### config.mk
export PLATFORM = sky130hd
export DESIGN_NAME = bounded_deque_with_sort_flat
export DESIGN_NICKNAME = d
export VERILOG_FILES = /design/src/hdl/bdqs_pkg.sv /design/src/hdl/bdqs_ifs.sv /design/src/hdl/bdqs_ring.sv /design/src/hdl/bounded_deque_with_sort.sv /design/src/flat_wrapper.sv
export SDC_FILE = /design/constraint.sdc
export NUM_CORES = 1
export LEC_CHECK = 0
export BUFFER_PORTS_ARGS = -buffer_cell sky130_fd_sc_hd__buf_2
export CAP_MARGIN = 40
export CORE_MARGIN = 3
export CORE_UTILIZATION = 58
export DETAILED_ROUTE_END_ITERATION = 10
export GPL_TIMING_DRIVEN = 1
export PLACE_DENSITY = 0.73
export REMOVE_ABC_BUFFERS = 1
export SLEW_MARGIN = 20
export SYNTH_ARGS = -nofsm -noshare
export SYNTH_HDL_FRONTEND = slang
export SYNTH_SLANG_ARGS = --single-unit
### constraint.sdc
create_clock -name clk -period 9.8 [get_ports clk]
set_input_delay 0.49 -clock clk [delete_from_list [all_inputs] [get_ports clk]]
set_output_delay 0.49 -clock clk [all_outputs]
set_load 0.02 [all_outputs]
### src/hdl/bdqs_pkg.sv
// Shared types and constants of the bounded deque with sort.
package bdqs_pkg;

	localparam int WORD_W = 32;
	localparam int FUNC_W = 3;
	localparam int CNT_OUT_W = 5;

	typedef logic signed [WORD_W-1:0] word_t;

	typedef enum logic [FUNC_W-1:0] {
		FN_PUSH_FRONT = 3'd0,
		FN_PUSH_BACK  = 3'd1,
		FN_POP_FRONT  = 3'd2,
		FN_POP_BACK   = 3'd3,
		FN_SORT       = 3'd4,
		FN_QUERY      = 3'd5
	} func_t;

endpackage

### src/hdl/bdqs_ifs.sv
// Request and response channel interfaces of the bounded deque with sort.
interface bdqs_in_if;
	logic                               valid;
	logic                               ready;
	logic [bdqs_pkg::FUNC_W-1:0]        func;
	bdqs_pkg::word_t                    value;

	modport source (output valid, output func, output value, input ready);
	modport sink   (input valid, input func, input value, output ready);
endinterface

interface bdqs_out_if;
	logic                               valid;
	logic                               ready;
	logic                               ok;
	bdqs_pkg::word_t                    front_value;
	bdqs_pkg::word_t                    back_value;
	logic [bdqs_pkg::CNT_OUT_W-1:0]     count;
	logic                               is_empty;

	modport source (output valid, output ok, output front_value, output back_value,
		output count, output is_empty, input ready);
	modport sink   (input valid, input ok, input front_value, input back_value,
		input count, input is_empty, output ready);
endinterface

### src/hdl/bdqs_ring.sv
// Circular entry memory: maps logical positions through the head pointer.
module bdqs_ring #(
	parameter int CAPACITY = 16,
	parameter int AW = (CAPACITY > 1) ? $clog2(CAPACITY) : 1
) (
	input  logic            clk,
	input  logic [AW-1:0]   head,
	input  logic [AW-1:0]   rd_idx,
	input  logic            wr_en,
	input  logic [AW-1:0]   wr_idx,
	input  bdqs_pkg::word_t wr_data,
	output bdqs_pkg::word_t rd_data
);

	localparam logic [AW:0] CAP_W = (AW+1)'(CAPACITY);

	bdqs_pkg::word_t mem [CAPACITY];
	bdqs_pkg::word_t rd_data_q;
	logic [AW:0]     rd_sum, wr_sum;
	logic [AW-1:0]   rd_phys, wr_phys;

	// Wrap head + position back into the array range.
	always_comb begin
		rd_sum = {1'b0, head} + {1'b0, rd_idx};
		wr_sum = {1'b0, head} + {1'b0, wr_idx};
		if (rd_sum >= CAP_W) begin
			rd_sum = rd_sum - CAP_W;
		end
		if (wr_sum >= CAP_W) begin
			wr_sum = wr_sum - CAP_W;
		end
		rd_phys = rd_sum[AW-1:0];
		wr_phys = wr_sum[AW-1:0];
	end

	always_ff @(posedge clk) begin
		if (wr_en) begin
			mem[wr_phys] <= wr_data;
		end
		rd_data_q <= mem[rd_phys];
	end

	assign rd_data = rd_data_q;

endmodule

### src/hdl/bounded_deque_with_sort.sv
// Top level of the bounded deque of signed words with in-place ascending sort.
//
//  channel | dir | handshake     | payload
//  --------+-----+---------------+--------------------------------------------
//  req     | in  | valid / ready | func, value
//  rsp     | out | valid / ready | ok, front_value, back_value, count, is_empty
//
// Push, query, sort of fewer than two entries, refused requests and pops that empty
// the deque go straight to the finishing step (ST_DONE), which raises response valid
// through the output register; the next request can transfer once it has. Other pops
// first fetch the new front or back word in ST_FETCH_FRONT or ST_FETCH_BACK through
// the memory's single read port. A sort makes one compare per cycle on the read port,
// fetches each pass start in ST_SORT_RDI and ST_SORT_GETI, swaps in ST_SORT_SWP1 and
// ST_SORT_SWP2, and refetches the ends in ST_REF0 to ST_REF2. Reset clears the state,
// the count, the head pointer and response valid; the entry memory is not swept.
// A waiting response does not block the next request transfer; it only holds the
// finishing step until the output register frees up.
module bounded_deque_with_sort #(
	parameter int CAPACITY = 16
) (
	input logic           clk,
	input logic           arst_n,
	bdqs_in_if.sink       req,
	bdqs_out_if.source    rsp
);

	localparam int AW  = (CAPACITY > 1) ? $clog2(CAPACITY) : 1;
	localparam int CW  = $clog2(CAPACITY + 1);
	localparam int CW1 = CW + 1;
	localparam logic [CW-1:0] CAP_CNT = CW'(CAPACITY);
	localparam logic [AW-1:0] LAST = AW'(CAPACITY - 1);

	typedef enum logic [3:0] {
		ST_IDLE,
		ST_FETCH_FRONT,
		ST_FETCH_BACK,
		ST_SORT_RDI,
		ST_SORT_GETI,
		ST_SORT_CMP,
		ST_SORT_SWP1,
		ST_SORT_SWP2,
		ST_REF0,
		ST_REF1,
		ST_REF2,
		ST_DONE
	} state_t;

	state_t              state_q;
	logic [CW-1:0]       count_q;
	logic [AW-1:0]       head_q;
	bdqs_pkg::word_t     front_q, back_q;
	logic                ok_q;

	// Sort bookkeeping: pass index, scan index, best position and the two words
	// that trade places at the end of a pass.
	logic [AW-1:0]       i_q, j_q, best_q;
	bdqs_pkg::word_t     bestval_q, ival_q;

	// Output register
	logic                rsp_valid_q;
	logic                rsp_ok_q;
	bdqs_pkg::word_t     rsp_front_q, rsp_back_q;
	logic [bdqs_pkg::CNT_OUT_W-1:0] rsp_count_q;
	logic                rsp_empty_q;

	logic                req_xfer;
	bdqs_pkg::func_t     func;
	logic                is_full, is_empty;
	logic [CW-1:0]       count_m1, count_m2;
	logic [AW-1:0]       head_inc, head_dec;
	logic [CW1-1:0]      j_next_w, i_next2_w, count_w;
	logic [CW+4:0]       count_ext;

	logic [AW-1:0]       rd_idx, wr_idx;
	logic                wr_en;
	bdqs_pkg::word_t     wr_data, rd_data;

	assign req.ready = (state_q == ST_IDLE);
	assign req_xfer  = req.valid && req.ready;
	assign func      = bdqs_pkg::func_t'(req.func);

	assign is_full   = (count_q == CAP_CNT);
	assign is_empty  = (count_q == '0);
	assign count_m1  = count_q - CW'(1);
	assign count_m2  = count_q - CW'(2);
	assign head_inc  = (head_q == LAST) ? '0 : head_q + AW'(1);
	assign head_dec  = (head_q == '0) ? LAST : head_q - AW'(1);
	assign count_w   = CW1'(count_q);
	assign j_next_w  = CW1'(j_q) + CW1'(1);
	assign i_next2_w = CW1'(i_q) + CW1'(2);
	assign count_ext = {5'b0, count_q};

	// Memory port steering: positions are logical, counted from the front.
	always_comb begin
		rd_idx  = '0;
		wr_en   = 1'b0;
		wr_idx  = '0;
		wr_data = req.value;
		case (state_q)
			ST_IDLE: begin
				// Pops prefetch the word that becomes the new end.
				if (func == bdqs_pkg::FN_POP_FRONT) begin
					rd_idx = AW'(1);
				end else if (func == bdqs_pkg::FN_POP_BACK) begin
					rd_idx = count_m2[AW-1:0];
				end
				if (req_xfer && !is_full) begin
					if (func == bdqs_pkg::FN_PUSH_FRONT) begin
						// One place before the head, i.e. the new head.
						wr_en  = 1'b1;
						wr_idx = LAST;
					end else if (func == bdqs_pkg::FN_PUSH_BACK) begin
						wr_en  = 1'b1;
						wr_idx = count_q[AW-1:0];
					end
				end
			end
			ST_SORT_RDI:  rd_idx = i_q;
			ST_SORT_GETI: rd_idx = i_q + AW'(1);
			ST_SORT_CMP:  rd_idx = j_q + AW'(1);
			ST_SORT_SWP1: begin
				wr_en   = 1'b1;
				wr_idx  = i_q;
				wr_data = bestval_q;
			end
			ST_SORT_SWP2: begin
				wr_en   = 1'b1;
				wr_idx  = best_q;
				wr_data = ival_q;
			end
			ST_REF0: rd_idx = '0;
			ST_REF1: rd_idx = count_m1[AW-1:0];
			default: rd_idx = '0;
		endcase
	end

	bdqs_ring #(
		.CAPACITY (CAPACITY),
		.AW       (AW)
	) u_ring (
		.clk     (clk),
		.head    (head_q),
		.rd_idx  (rd_idx),
		.wr_en   (wr_en),
		.wr_idx  (wr_idx),
		.wr_data (wr_data),
		.rd_data (rd_data)
	);

	always_ff @(posedge clk or negedge arst_n) begin
		if (!arst_n) begin
			state_q     <= ST_IDLE;
			count_q     <= '0;
			head_q      <= '0;
			rsp_valid_q <= 1'b0;
		end else begin
			// Drop the response once it has been taken, unless the finishing step
			// loads the next one in the same cycle.
			if (rsp.valid && rsp.ready && (state_q != ST_DONE)) begin
				rsp_valid_q <= 1'b0;
			end
			case (state_q)
				ST_IDLE: begin
					if (req_xfer) begin
						state_q <= ST_DONE;
						case (func)
							bdqs_pkg::FN_PUSH_FRONT: begin
								if (is_full) begin
									ok_q <= 1'b0;
								end else begin
									ok_q    <= 1'b1;
									head_q  <= head_dec;
									count_q <= count_q + CW'(1);
									front_q <= req.value;
									if (is_empty) begin
										back_q <= req.value;
									end
								end
							end
							bdqs_pkg::FN_PUSH_BACK: begin
								if (is_full) begin
									ok_q <= 1'b0;
								end else begin
									ok_q    <= 1'b1;
									count_q <= count_q + CW'(1);
									back_q  <= req.value;
									if (is_empty) begin
										front_q <= req.value;
									end
								end
							end
							bdqs_pkg::FN_POP_FRONT: begin
								if (is_empty) begin
									ok_q <= 1'b0;
								end else begin
									ok_q    <= 1'b1;
									head_q  <= head_inc;
									count_q <= count_m1;
									if (count_q >= CW'(2)) begin
										state_q <= ST_FETCH_FRONT;
									end
								end
							end
							bdqs_pkg::FN_POP_BACK: begin
								if (is_empty) begin
									ok_q <= 1'b0;
								end else begin
									ok_q    <= 1'b1;
									count_q <= count_m1;
									if (count_q >= CW'(2)) begin
										state_q <= ST_FETCH_BACK;
									end
								end
							end
							bdqs_pkg::FN_SORT: begin
								ok_q <= 1'b1;
								if (count_q >= CW'(2)) begin
									i_q     <= '0;
									state_q <= ST_SORT_RDI;
								end
							end
							bdqs_pkg::FN_QUERY: begin
								ok_q <= 1'b1;
							end
							default: begin
								ok_q <= 1'b0;
							end
						endcase
					end
				end
				ST_FETCH_FRONT: begin
					front_q <= rd_data;
					state_q <= ST_DONE;
				end
				ST_FETCH_BACK: begin
					back_q  <= rd_data;
					state_q <= ST_DONE;
				end
				ST_SORT_RDI: begin
					state_q <= ST_SORT_GETI;
				end
				ST_SORT_GETI: begin
					// Word at the pass start is the first candidate.
					ival_q    <= rd_data;
					bestval_q <= rd_data;
					best_q    <= i_q;
					j_q       <= i_q + AW'(1);
					state_q   <= ST_SORT_CMP;
				end
				ST_SORT_CMP: begin
					if (rd_data < bestval_q) begin
						bestval_q <= rd_data;
						best_q    <= j_q;
					end
					if (j_next_w < count_w) begin
						j_q <= j_q + AW'(1);
					end else begin
						state_q <= ST_SORT_SWP1;
					end
				end
				ST_SORT_SWP1: begin
					state_q <= ST_SORT_SWP2;
				end
				ST_SORT_SWP2: begin
					i_q <= i_q + AW'(1);
					if (i_next2_w < count_w) begin
						state_q <= ST_SORT_RDI;
					end else begin
						state_q <= ST_REF0;
					end
				end
				ST_REF0: begin
					state_q <= ST_REF1;
				end
				ST_REF1: begin
					front_q <= rd_data;
					state_q <= ST_REF2;
				end
				ST_REF2: begin
					back_q  <= rd_data;
					state_q <= ST_DONE;
				end
				ST_DONE: begin
					// Advance only when the output register is free or being drained.
					if (!rsp_valid_q || rsp.ready) begin
						rsp_valid_q <= 1'b1;
						rsp_ok_q    <= ok_q;
						rsp_front_q <= is_empty ? '0 : front_q;
						rsp_back_q  <= is_empty ? '0 : back_q;
						rsp_count_q <= count_ext[bdqs_pkg::CNT_OUT_W-1:0];
						rsp_empty_q <= is_empty;
						state_q     <= ST_IDLE;
					end
				end
				default: begin
					state_q <= ST_IDLE;
				end
			endcase
		end
	end

	assign rsp.valid       = rsp_valid_q;
	assign rsp.ok          = rsp_ok_q;
	assign rsp.front_value = rsp_front_q;
	assign rsp.back_value  = rsp_back_q;
	assign rsp.count       = rsp_count_q;
	assign rsp.is_empty    = rsp_empty_q;

endmodule

### src/flat_wrapper.sv
// flat-port wrapper written by rule: the top's interface ports become plain ports
module bounded_deque_with_sort_flat 
#(
	parameter int CAPACITY = 16
)
  (clk, arst_n, req_valid, req_func, req_value, req_ready, rsp_valid, rsp_ok, rsp_front_value, rsp_back_value, rsp_count, rsp_is_empty, rsp_ready);
  bdqs_in_if req_i ();
  bdqs_out_if rsp_i ();
  input logic clk;
  input logic arst_n;
  input wire logic [$bits(req_i.valid)-1:0] req_valid;
  input wire logic [$bits(req_i.func)-1:0] req_func;
  input wire logic [$bits(req_i.value)-1:0] req_value;
  output wire logic [$bits(req_i.ready)-1:0] req_ready;
  output wire logic [$bits(rsp_i.valid)-1:0] rsp_valid;
  output wire logic [$bits(rsp_i.ok)-1:0] rsp_ok;
  output wire logic [$bits(rsp_i.front_value)-1:0] rsp_front_value;
  output wire logic [$bits(rsp_i.back_value)-1:0] rsp_back_value;
  output wire logic [$bits(rsp_i.count)-1:0] rsp_count;
  output wire logic [$bits(rsp_i.is_empty)-1:0] rsp_is_empty;
  input wire logic [$bits(rsp_i.ready)-1:0] rsp_ready;
  assign req_i.valid = req_valid;
  assign req_i.func = req_func;
  assign req_i.value = req_value;
  assign req_ready = req_i.ready;
  assign rsp_valid = rsp_i.valid;
  assign rsp_ok = rsp_i.ok;
  assign rsp_front_value = rsp_i.front_value;
  assign rsp_back_value = rsp_i.back_value;
  assign rsp_count = rsp_i.count;
  assign rsp_is_empty = rsp_i.is_empty;
  assign rsp_i.ready = rsp_ready;
  bounded_deque_with_sort #(.CAPACITY(CAPACITY)) u_core (.clk(clk), .arst_n(arst_n), .req(req_i), .rsp(rsp_i));
endmodule
# Yosys cells after proc, flatten, opt, wreduce, memory -nomap -nowiden
# Memories as Yosys holds them, arrays and structs flattened. A register that Yosys moved wholly into a read port is not among the register bits.
# Index checks and enable logic that the tools add are counted.
# op_classes
n_addsub,13
magnitude_cmp,6
n_eq_ne,35
n_mux,60
n_reduce_logical,35
# ops
op,n
32-bit case mux with 2 select lines,6
32-bit 2-to-1 mux,6
4-bit 2-to-1 mux,25
4-bit case mux with 10 select lines,1
32-bit less-than comparator,1
4-bit case mux with 2 select lines,4
4-bit case mux with 3 select lines,2
"4-bit == test, second input constant",5
4-bit case mux with 5 select lines,1
"4-bit by 3-bit == test with 1-bit output, second input constant",4
"2-bit != test, second input constant",8
"3-bit != test, second input constant",5
3-bit AND reduction,5
5-bit AND reduction,3
7-bit AND reduction,2
"4-bit by 1-bit adder with 4-bit output, second input constant",3
2-bit nonzero test,6
2-bit OR reduction,6
"4-bit by 1-bit subtractor with 4-bit output, second input constant",3
4-bit by 4-bit adder with 5-bit output,2
"5-bit greater-or-equal comparator, second input constant",2
5-bit less-than comparator,2
1-bit 2-to-1 mux,10
5-bit 2-to-1 mux,2
other kinds (25),35
# totals
regBits,226
mem_bits_rw,512
inputBits,39
out_inout_bits,73
word_cells,167
memories,1
# mem_list
name,words,width,rd,rd_clocked_by_memory_dff,wr,line,source
u_core.u_ring.mem,16,32,1,1,1,bdqs_ring.sv:17,bdqs_pkg::word_t mem [CAPACITY];

# Depth between registers and ports, before layout
# Gate-level depths: netlist (run 1).
# logic_depth
ltp_word,8
mapped_depth,15
mapped_depth_nobuf,14

# By module
# Synthesis (run 1) repeated with hierarchy kept, for this count alone.
# hier_totals
cells_unflattened,1802
hier_area_um2,31689.1
# modules_own_cells
mod,n_inst,cells_per_inst,area_per_inst_um2,seq_area_each_um2
bdqs_ring,1,967,20718.6,16015.4
bounded_deque_with_sort,1,835,10970.5,6716.4

# Worst setup path after synthesis (run 1)
# No wires, ideal clock.
# synth_timing
path_type,reg-to-reg
start,register u_core.state_q[2]
end,"register u_core.rsp_back_q[0], in the netlist u_core.rsp.back_value[0] (enable)"
setup_time_ps,588
t_arrival_ps,5585
required_time_ps,9212
setup_slack_ps,3627
stages_incl_launch_ff,4
path_buffers,1
period_less_slack_ps,6173
path_cell_list,dfrtp_1 buf_2 nand2b_1 nor3_1
# synth_between
elab_chain_len,2
# synth_lines
element,line,source
from (decl),bounded_deque_with_sort.sv:48,state_t state_q;
from (signal assigned),bounded_deque_with_sort.sv:152,state_q <= ST_IDLE;
from (signal assigned),bounded_deque_with_sort.sv:165,state_q <= ST_DONE;
from (signal assigned),bounded_deque_with_sort.sv:200,state_q <= ST_FETCH_FRONT;
4-bit == test,bounded_deque_with_sort.sv:162,case (state_q)
3-bit AND reduction (no line),-,
to (signal assigned),bounded_deque_with_sort.sv:289,rsp_back_q <= is_empty ? '0 : back_q;
to (decl),bounded_deque_with_sort.sv:62,"bdqs_pkg::word_t rsp_front_q, rsp_back_q;"
# No other way between the ends.
# A chain may end at the register's enable or synchronous reset.

# Final worst setup path (run 1)
# layout_timing
start,register u_core.state_q[2]
end,memory u_core.u_ring.mem[9][28] (netlist bit) (enable)
# layout_between
elab_chain_len,8
elab_cells_between_ends,16
classes_between,2 x add/sub; 1 x order compare; 2 x eq/ne; 7 x mux; 4 x reduce/logical
# layout_lines
element,line,source
4-bit logical NOT,"bounded_deque_with_sort.sv:78, bounded_deque_with_sort.sv:99",
1-bit logical AND,bounded_deque_with_sort.sv:79,assign req_xfer = req.valid && req.ready;
1-bit logical AND,bounded_deque_with_sort.sv:107,if (req_xfer && !is_full) begin
4-bit 2-to-1 mux,bounded_deque_with_sort.sv:107,
4-bit case mux with 3 select lines,bounded_deque_with_sort.sv:99,case (state_q)
4-bit by 4-bit adder with 5-bit output,bdqs_ring.sv:25,"wr_sum = {1'b0, head} + {1'b0, wr_idx};"
4-bit by 1-bit subtractor with 4-bit output / 5-bit greater-or-equal comparator (equally long branches),"bdqs_ring.sv:30, bdqs_ring.sv:29",
4-bit 2-to-1 mux,bdqs_ring.sv:29,if (wr_sum >= CAP_W) begin
to (decl),bdqs_ring.sv:17,
# Parallel ways exist; a longest one is shown, timed or not.

==> metrics.yaml, run 1 <==
outcome:
  outcome: "completed"
critical_path:
  cp.arrival_ns: 5.35
  required_ns: 10.14
  startpoint_type: "flip-flop"
  cp.depth: 14
  setup.worst_path.end_class: "flip-flop"
  path_buf_inv: 3
  crit_fanout: 68
  max_stage_delay_ns: 0.71
  crit_chain: "inv_1, nor2_1, nand2_2, buf_4, nor2_1, a221o_1, ha_1, a21o_1, a21oi_1, xor2_1, xnor2_1, nand2_1, nor2_4, buf_16"
  rr_worst_depth: 14
  crit_family: "simple AND/OR/NAND/NOR gates"
  slowest_stage: "nor2_4"
  critPathKind: "flip-flop to flip-flop"
  critical_path.most_common_cell: "nor2_1"
layout:
  drive_above_1_share_pct: 26.3
  area_delta_synth_final_pct: 14.6
  final_cells: 2573
  final_util_pct: 67.7
  nets: 1919
  final_area_sq_um: 35800
placed_design:
  hpwl_microns: 48600
  place_congestion: 0.897
  dp_cells: 2426
  portBuffers: 111
  dpl_cell_area_sq_um: 33300
synth:
  synth_top_area_share_pct: 69.6
  synth_top_area_cell: "edfxtp_1"
  synth.cell_area_sq_um: 31200
  yosys-top-cells-count: "724 x edfxtp_1, 128 x mux4_2, 100 x mux2i_1"
  synth-seq-cells: 770
  ys_types: 68
  yosysMostFrequentCell: "edfxtp_1"
  avgSynthCellArea_sq_um: 18.8
  yosysSeqAreaShare_pct: 72.8
  synthArstFlopShare_pct: 1.82
  synth_edf_count: 724
  synth-main-ff-cell: "edfxtp_1"
  synth_warnings: 0
  synth_area_leaders: "edfxtp_1 70%, mux4_2 9.2%, mux2i_1 3.2%"
  synth_cells: 1665
floorplan:
  rows: 84
  die_h_microns: 238
  die_w_microns: 238
  io_pins: 112
  initial_core_util_pct: 59.1
  dieArea_sq_um: 56700
  core_area_sq_um: 52900
routing:
  antenna_left: 0
  via_count: 16600
  viasPerCell: 6.44
  drt_iter0_drc: 2000
  drc: 0
  wirelength_microns: 73500
  wl_per_cell_microns: 28.6
  drt-pass1-iter-count: 5
global_routing:
  antenna_found_initial: 2
  grt_max_degree: 70
  grt_pass1_vias: 16500
  grt_pass1_wl_microns: 110000
  grtUsageTotal_pct: 26.5
  grt-ovfl-total: 0
sta:
  setup-violations-final: 0
  rsz0062_at_grt: "false"
  holdWs_ns: 0.190
  hold_viol: 0
  fmax_mhz: 200
  post-route-min-period_ns: 5.01
  maxSlewViolCount: 0
  tns_ns: 0
  tightest_slew_ns: 0.839
  fin_crit_sh_pct: 51.1
  slew_headroom_pct: 42.6
  fin_skew_ns: 0.0248
clocking:
  htreeDepth: 3
  cts_resized: 0
  post_cts_buffers: 0
  cts_tree: "yes"
  clk-insertion-delay-late_ns: 0.63
  cts_buffer_depth: 3
  root_buffer: "clkbuf_16"
  clkSinkCount: 770
  cts_made_buffers: 78
  path_clk_slew_ns: 0.06
min_path:
  hp-class: "primary input to flip-flop"
  whs_path_depth: 2
power:
  irDropWorstVdd_v: 0.000250
  swShare_pct: 34.6
  p_comb_share_pct: 39.1
  p_leak_nw: 12.3
  sequentialPowerShare_pct: 37.1
  p_int_mw: 7.84
  power.density_nw_per_um2: 335
  power.switching_mw: 4.15
  clkPwrFrac_pct: 23.8
run:
  drv_cap: 0
==> layout make-up <==
cell class	count	area, sq um
sequential	770	22700
fill	3329	17100
timing repair buffer	157	1410
inverter	50	188
antenna	1	2.50
clock inverter	38	318
clock buffer	106	2130
tap	688	861
multi-input combinational	763	8160
==> through the flow <==
stage / worst slack, ns / total power [mW]
floorplan: 2.24 / 7.94
global placement: 4.54 / 8.91
detailed placement: 4.89 / 9.17
CTS: 4.84 / 12.0
global route: 4.39 / 12.5
finish: 4.79 / 12.0
==> power by group through the flow <==
stage / clock network [mW] / registers [mW] / logic (mW)
final: 2.85 / 4.45 / 4.69
after detailed placement: 0 / 4.51 / 4.67
after global placement: 0 / 4.52 / 4.39
after global routing: 3.02 / 4.48 / 4.99
after CTS: 2.89 / 4.44 / 4.69
after floorplan: 0 / 4.39 / 3.55
==> routing by layer <==
| metal | routed length, microns | global-route usage, % | share of wire (%) |
|---|---|---|---|
| met3 | 7350 | 5.42 | 10 |
| met2 | 33300 | 39.1 | 45 |
| met4 | 2050 | 8.03 | 2.8 |
| met5 | 88 | 0 | 0.12 |
| met1 | 30800 | 40.9 | 42 |
==> registers in the layout (all words and copies together) (netlist names) <==
signal and cells:
u_core.count_q 5, u_core.rsp.is_empty 1, u_core.rsp.back_value 32, u_core.i_q 4, u_core.u_ring.rd_data 32, u_core.u_ring.mem 512
u_core.bestval_q 32, u_core.rsp.ok 1, u_core.j_q 4, u_core.ok_q 1, u_core.state_q 4, u_core.ival_q 32
u_core.head_q 4, u_core.back_q 32, u_core.rsp.valid 1, u_core.rsp.front_value 32, u_core.best_q 4, u_core.rsp.count 5
u_core.front_q 32
==> what timing repair did <==
item / 4_1_cts / 5_1_grt
endpoints found under the hold margin: 14 / 0
endpoints found under the setup margin: 0 / 0
hold buffers: 1 / 0
==> cells by family after synthesis <==
family	Yosys count	synth area share [%]
fa+ha+maj	60	2.45
buf+inv	132	1.77
compound gates	140	3.27
xor+xnor	23	0.729
flops	770	72.8
mux	293	14.8
simple gates	247	4.20
==> path summary, 6_finish.rpt <==
kind,from,endpoint,slack (ns)
worst max-delay path,u_core.state_q[2]$_DFFE_PN0P_,u_core.u_ring.mem[9][28]$_DFFE_PP_,4.79
worst min-delay path,req_value[10],u_core.front_q[10]$_DFFE_PP_,0.19
worst max register to register,u_core.state_q[2]$_DFFE_PN0P_,u_core.u_ring.mem[9][28]$_DFFE_PP_,4.79
worst min register to register,u_core.ok_q$_DFFE_PP_,u_core.rsp.ok$_DFFE_PP_,0.45
max in group asynchronous,arst_n,u_core.state_q[0]$_DFFE_PN0P_,9.12
min in group asynchronous,arst_n,u_core.head_q[0]$_DFFE_PN0P_,0.33
==> cells in the final DEF, fill, tap and decap left out, drive strengths merged, types with 3 or more instances in the layout <==
| cell type | count |
|---|---|
| edfxtp | 724 |
| buf | 156 |
| mux4 | 128 |
| clkbuf | 106 |
| mux2i | 100 |
| nor2b | 66 |
| mux2 | 65 |
| ha | 58 |
| inv | 54 |
| nor2 | 51 |
| nor3 | 40 |
| nand2 | 39 |
| a221o | 36 |
| dfxtp | 32 |
| a21oi | 29 |
| clkinv | 29 |
| o21ai | 25 |
| dfrtp | 14 |
| xnor2 | 14 |
| nand3 | 12 |
| xor2 | 9 |
| nand2b | 9 |
| a31oi | 8 |
| a21o | 8 |
| nor3b | 7 |
| and3 | 5 |
| nand4 | 5 |
| o211ai | 4 |
| and2 | 4 |
| o21bai | 3 |
| nand3b | 3 |
| a2111oi | 3 |
| o21a | 3 |
| bufinv | 3 |
| a21boi | 3 |
| o22ai | 3 |
No activity file was read; power rests on OpenSTA's default activity.
==> run 2, diff against run 1 <==
==> constraint.sdc (replaced) <==
create_clock -name clk -period 4.9 [get_ports clk]
set_input_delay 0.245 -clock clk [delete_from_list [all_inputs] [get_ports clk]]
set_output_delay 0.245 -clock clk [all_outputs]
set_load 0.02 [all_outputs]
==> metrics.yaml, run 2 (same netlist as run 1, synthesis figures left out) <==
outcome:
  outcome: "completed"
power:
  p_total_mw: 24.2
  power.density_nw_per_um2: 672
  p_leak_nw: 12.4
  irDropWorstVdd_v: 0.000559
global_routing:
  grt_pass1_wl_microns: 106000
  grt_pass1_vias: 16600
  grt-ovfl-total: 0
  grtUsageTotal_pct: 25.5
  antenna_found_initial: 3
  grt_max_degree: 70
critical_path:
  crit_fanout: 24
  setup.worst_path.end_class: "flip-flop"
  crit_family: "simple AND/OR/NAND/NOR gates"
  path_buf_inv: 2
  max_stage_delay_ns: 0.61
  startpoint_type: "flip-flop"
  cp.arrival_ns: 4.86
  crit_chain: "inv_1, ha_1, nor3b_1, a21boi_1, nand3_1, a21oi_1, a221o_1, ha_1, a21o_1, a21oi_1, xor2_1, xnor2_1, nand2_1, nor2_4, buf_12"
  critPathKind: "flip-flop to flip-flop"
  required_ns: 5.21
  slowest_stage: "xnor2_1"
floorplan:
  core_area_sq_um: 52900
  die_w_microns: 238
  io_pins: 112
  die_h_microns: 238
  rows: 84
  initial_core_util_pct: 59.1
  dieArea_sq_um: 56700
sta:
  post-route-min-period_ns: 4.54
  maxSlewViolCount: 0
  fin_skew_ns: 0.0247
  tns_ns: 0
  setup-violations-final: 0
  fmax_mhz: 220
  tightest_slew_ns: 0.803
  rsz0062_at_grt: "false"
  hold_viol: 0
  fin_crit_sh_pct: 92.7
  slew_headroom_pct: 45.1
routing:
  wirelength_microns: 70900
  viasPerCell: 6.32
  antenna_left: 0
  wl_per_cell_microns: 27.2
  drc: 0
  drt-pass1-iter-count: 5
  drt_iter0_drc: 1909
  via_count: 16500
layout:
  largest_reg_flops: 512
  regMostFlops: "u_core.u_ring.mem"
  drive_above_1_share_pct: 26.8
  final_common_cell: "edfxtp_1"
  nets: 1958
  area_delta_synth_final_pct: 15.3
  layout_common_cells: "724 x edfxtp_1, 128 x mux4_2, 112 x buf_2"
  final_util_pct: 68.1
  diodes: 0
clocking:
  path_clk_slew_ns: 0.06
  htreeDepth: 3
  cts_tree: "yes"
  clkSinkCount: 770
  post_cts_buffers: 0
  cts_resized: 0
  cts_made_buffers: 78
  clk-insertion-delay-late_ns: 0.62
  root_buffer: "clkbuf_16"
  cts_buffer_depth: 3
min_path:
  hp-class: "primary input to flip-flop"
run:
  drv_cap: 0
placed_design:
  hpwl_microns: 46800
  place_congestion: 0.874
  portBuffers: 111
[run 2: changes by cell type in the layout (fill, tap and decap cells not counted), moves of 2 or more]
cell and delta:
clkbuf_1 -4, bufinv_16 +3, clkinvlp_4 -2, dlygate4sd3_1 +26, clkinv_1 -7, inv_6 -2
clkbuf_8 +2, clkinv_2 +3, buf_16 -21, buf_12 +16, buf_4 +19
[run 2: final cells by class]
class,instances,area (sq um)
flip-flops and latches,770,22700
fillers,3373,16900
multi-input cells,763,8160
clock buffers,105,2170
repair buffers,196,1540
well taps,688,861
clock inverters,33,368
inverters,50,188
[run 2: path summary, 6_finish.rpt]
kind	cells past startpoint	startpoint	to	slack, ns
setup / recovery	15	u_core.count_q[0]$_DFFE_PN0P_	u_core.u_ring.mem[10][28]$_DFFE_PP_	0.36
hold / removal	4	rsp_ready	u_core.rsp.valid$_DFF_PN0_	0.03
setup reg to reg	15	u_core.count_q[0]$_DFFE_PN0P_	u_core.u_ring.mem[10][28]$_DFFE_PP_	0.36
hold reg to reg	0	u_core.ok_q$_DFFE_PP_	u_core.rsp.ok$_DFFE_PP_	0.45
max in group asynchronous	2	arst_n	u_core.state_q[0]$_DFFE_PN0P_	4.45
min in group asynchronous	2	arst_n	u_core.count_q[4]$_DFFE_PN0P_	0.11
[run 2: where the power goes]
group | switching (mW) | total, mW | internal, mW
clock | 2.41 | 5.85 | 3.44
combinational | 5.27 | 9.57 | 4.30
sequential | 0.527 | 8.77 | 8.25
[run 2: what timing repair did]
item	in CTS	in global routing
endpoints found under the setup margin	0	0
hold endpoints to repair	65	0
hold buffers	27	0
[run 2: tightest hold or removal path, cell delays in order]
cell	delay, ns
buf_2	0.08
inv_1	0.04
nand2_1	0.11
o21ai_0	0.11
[run 2: metal layers]
metal,global-route usage [%],routed length [microns]
met5,0,35
met4,7.31,1850
met3,5.47,6610
met2,36.9,31900
met1,39.9,30500
[run 2: through the flow]
step | hold WS (ns) | worst slack [ns] | std cells | area, sq um
CTS | 0.000451 | 0.461 | 2605 | 36000
finish | 0.0266 | 0.356 | 2605 | 36000
global route | 0.0222 | 0.0881 | 2605 | 36000
global placement | 0.210 | 0.589 | 2438 | 33200
floorplan | -0.0506 | -2.66 | 1583 | 30900
detailed placement | 0.215 | 0.502 | 2440 | 33200
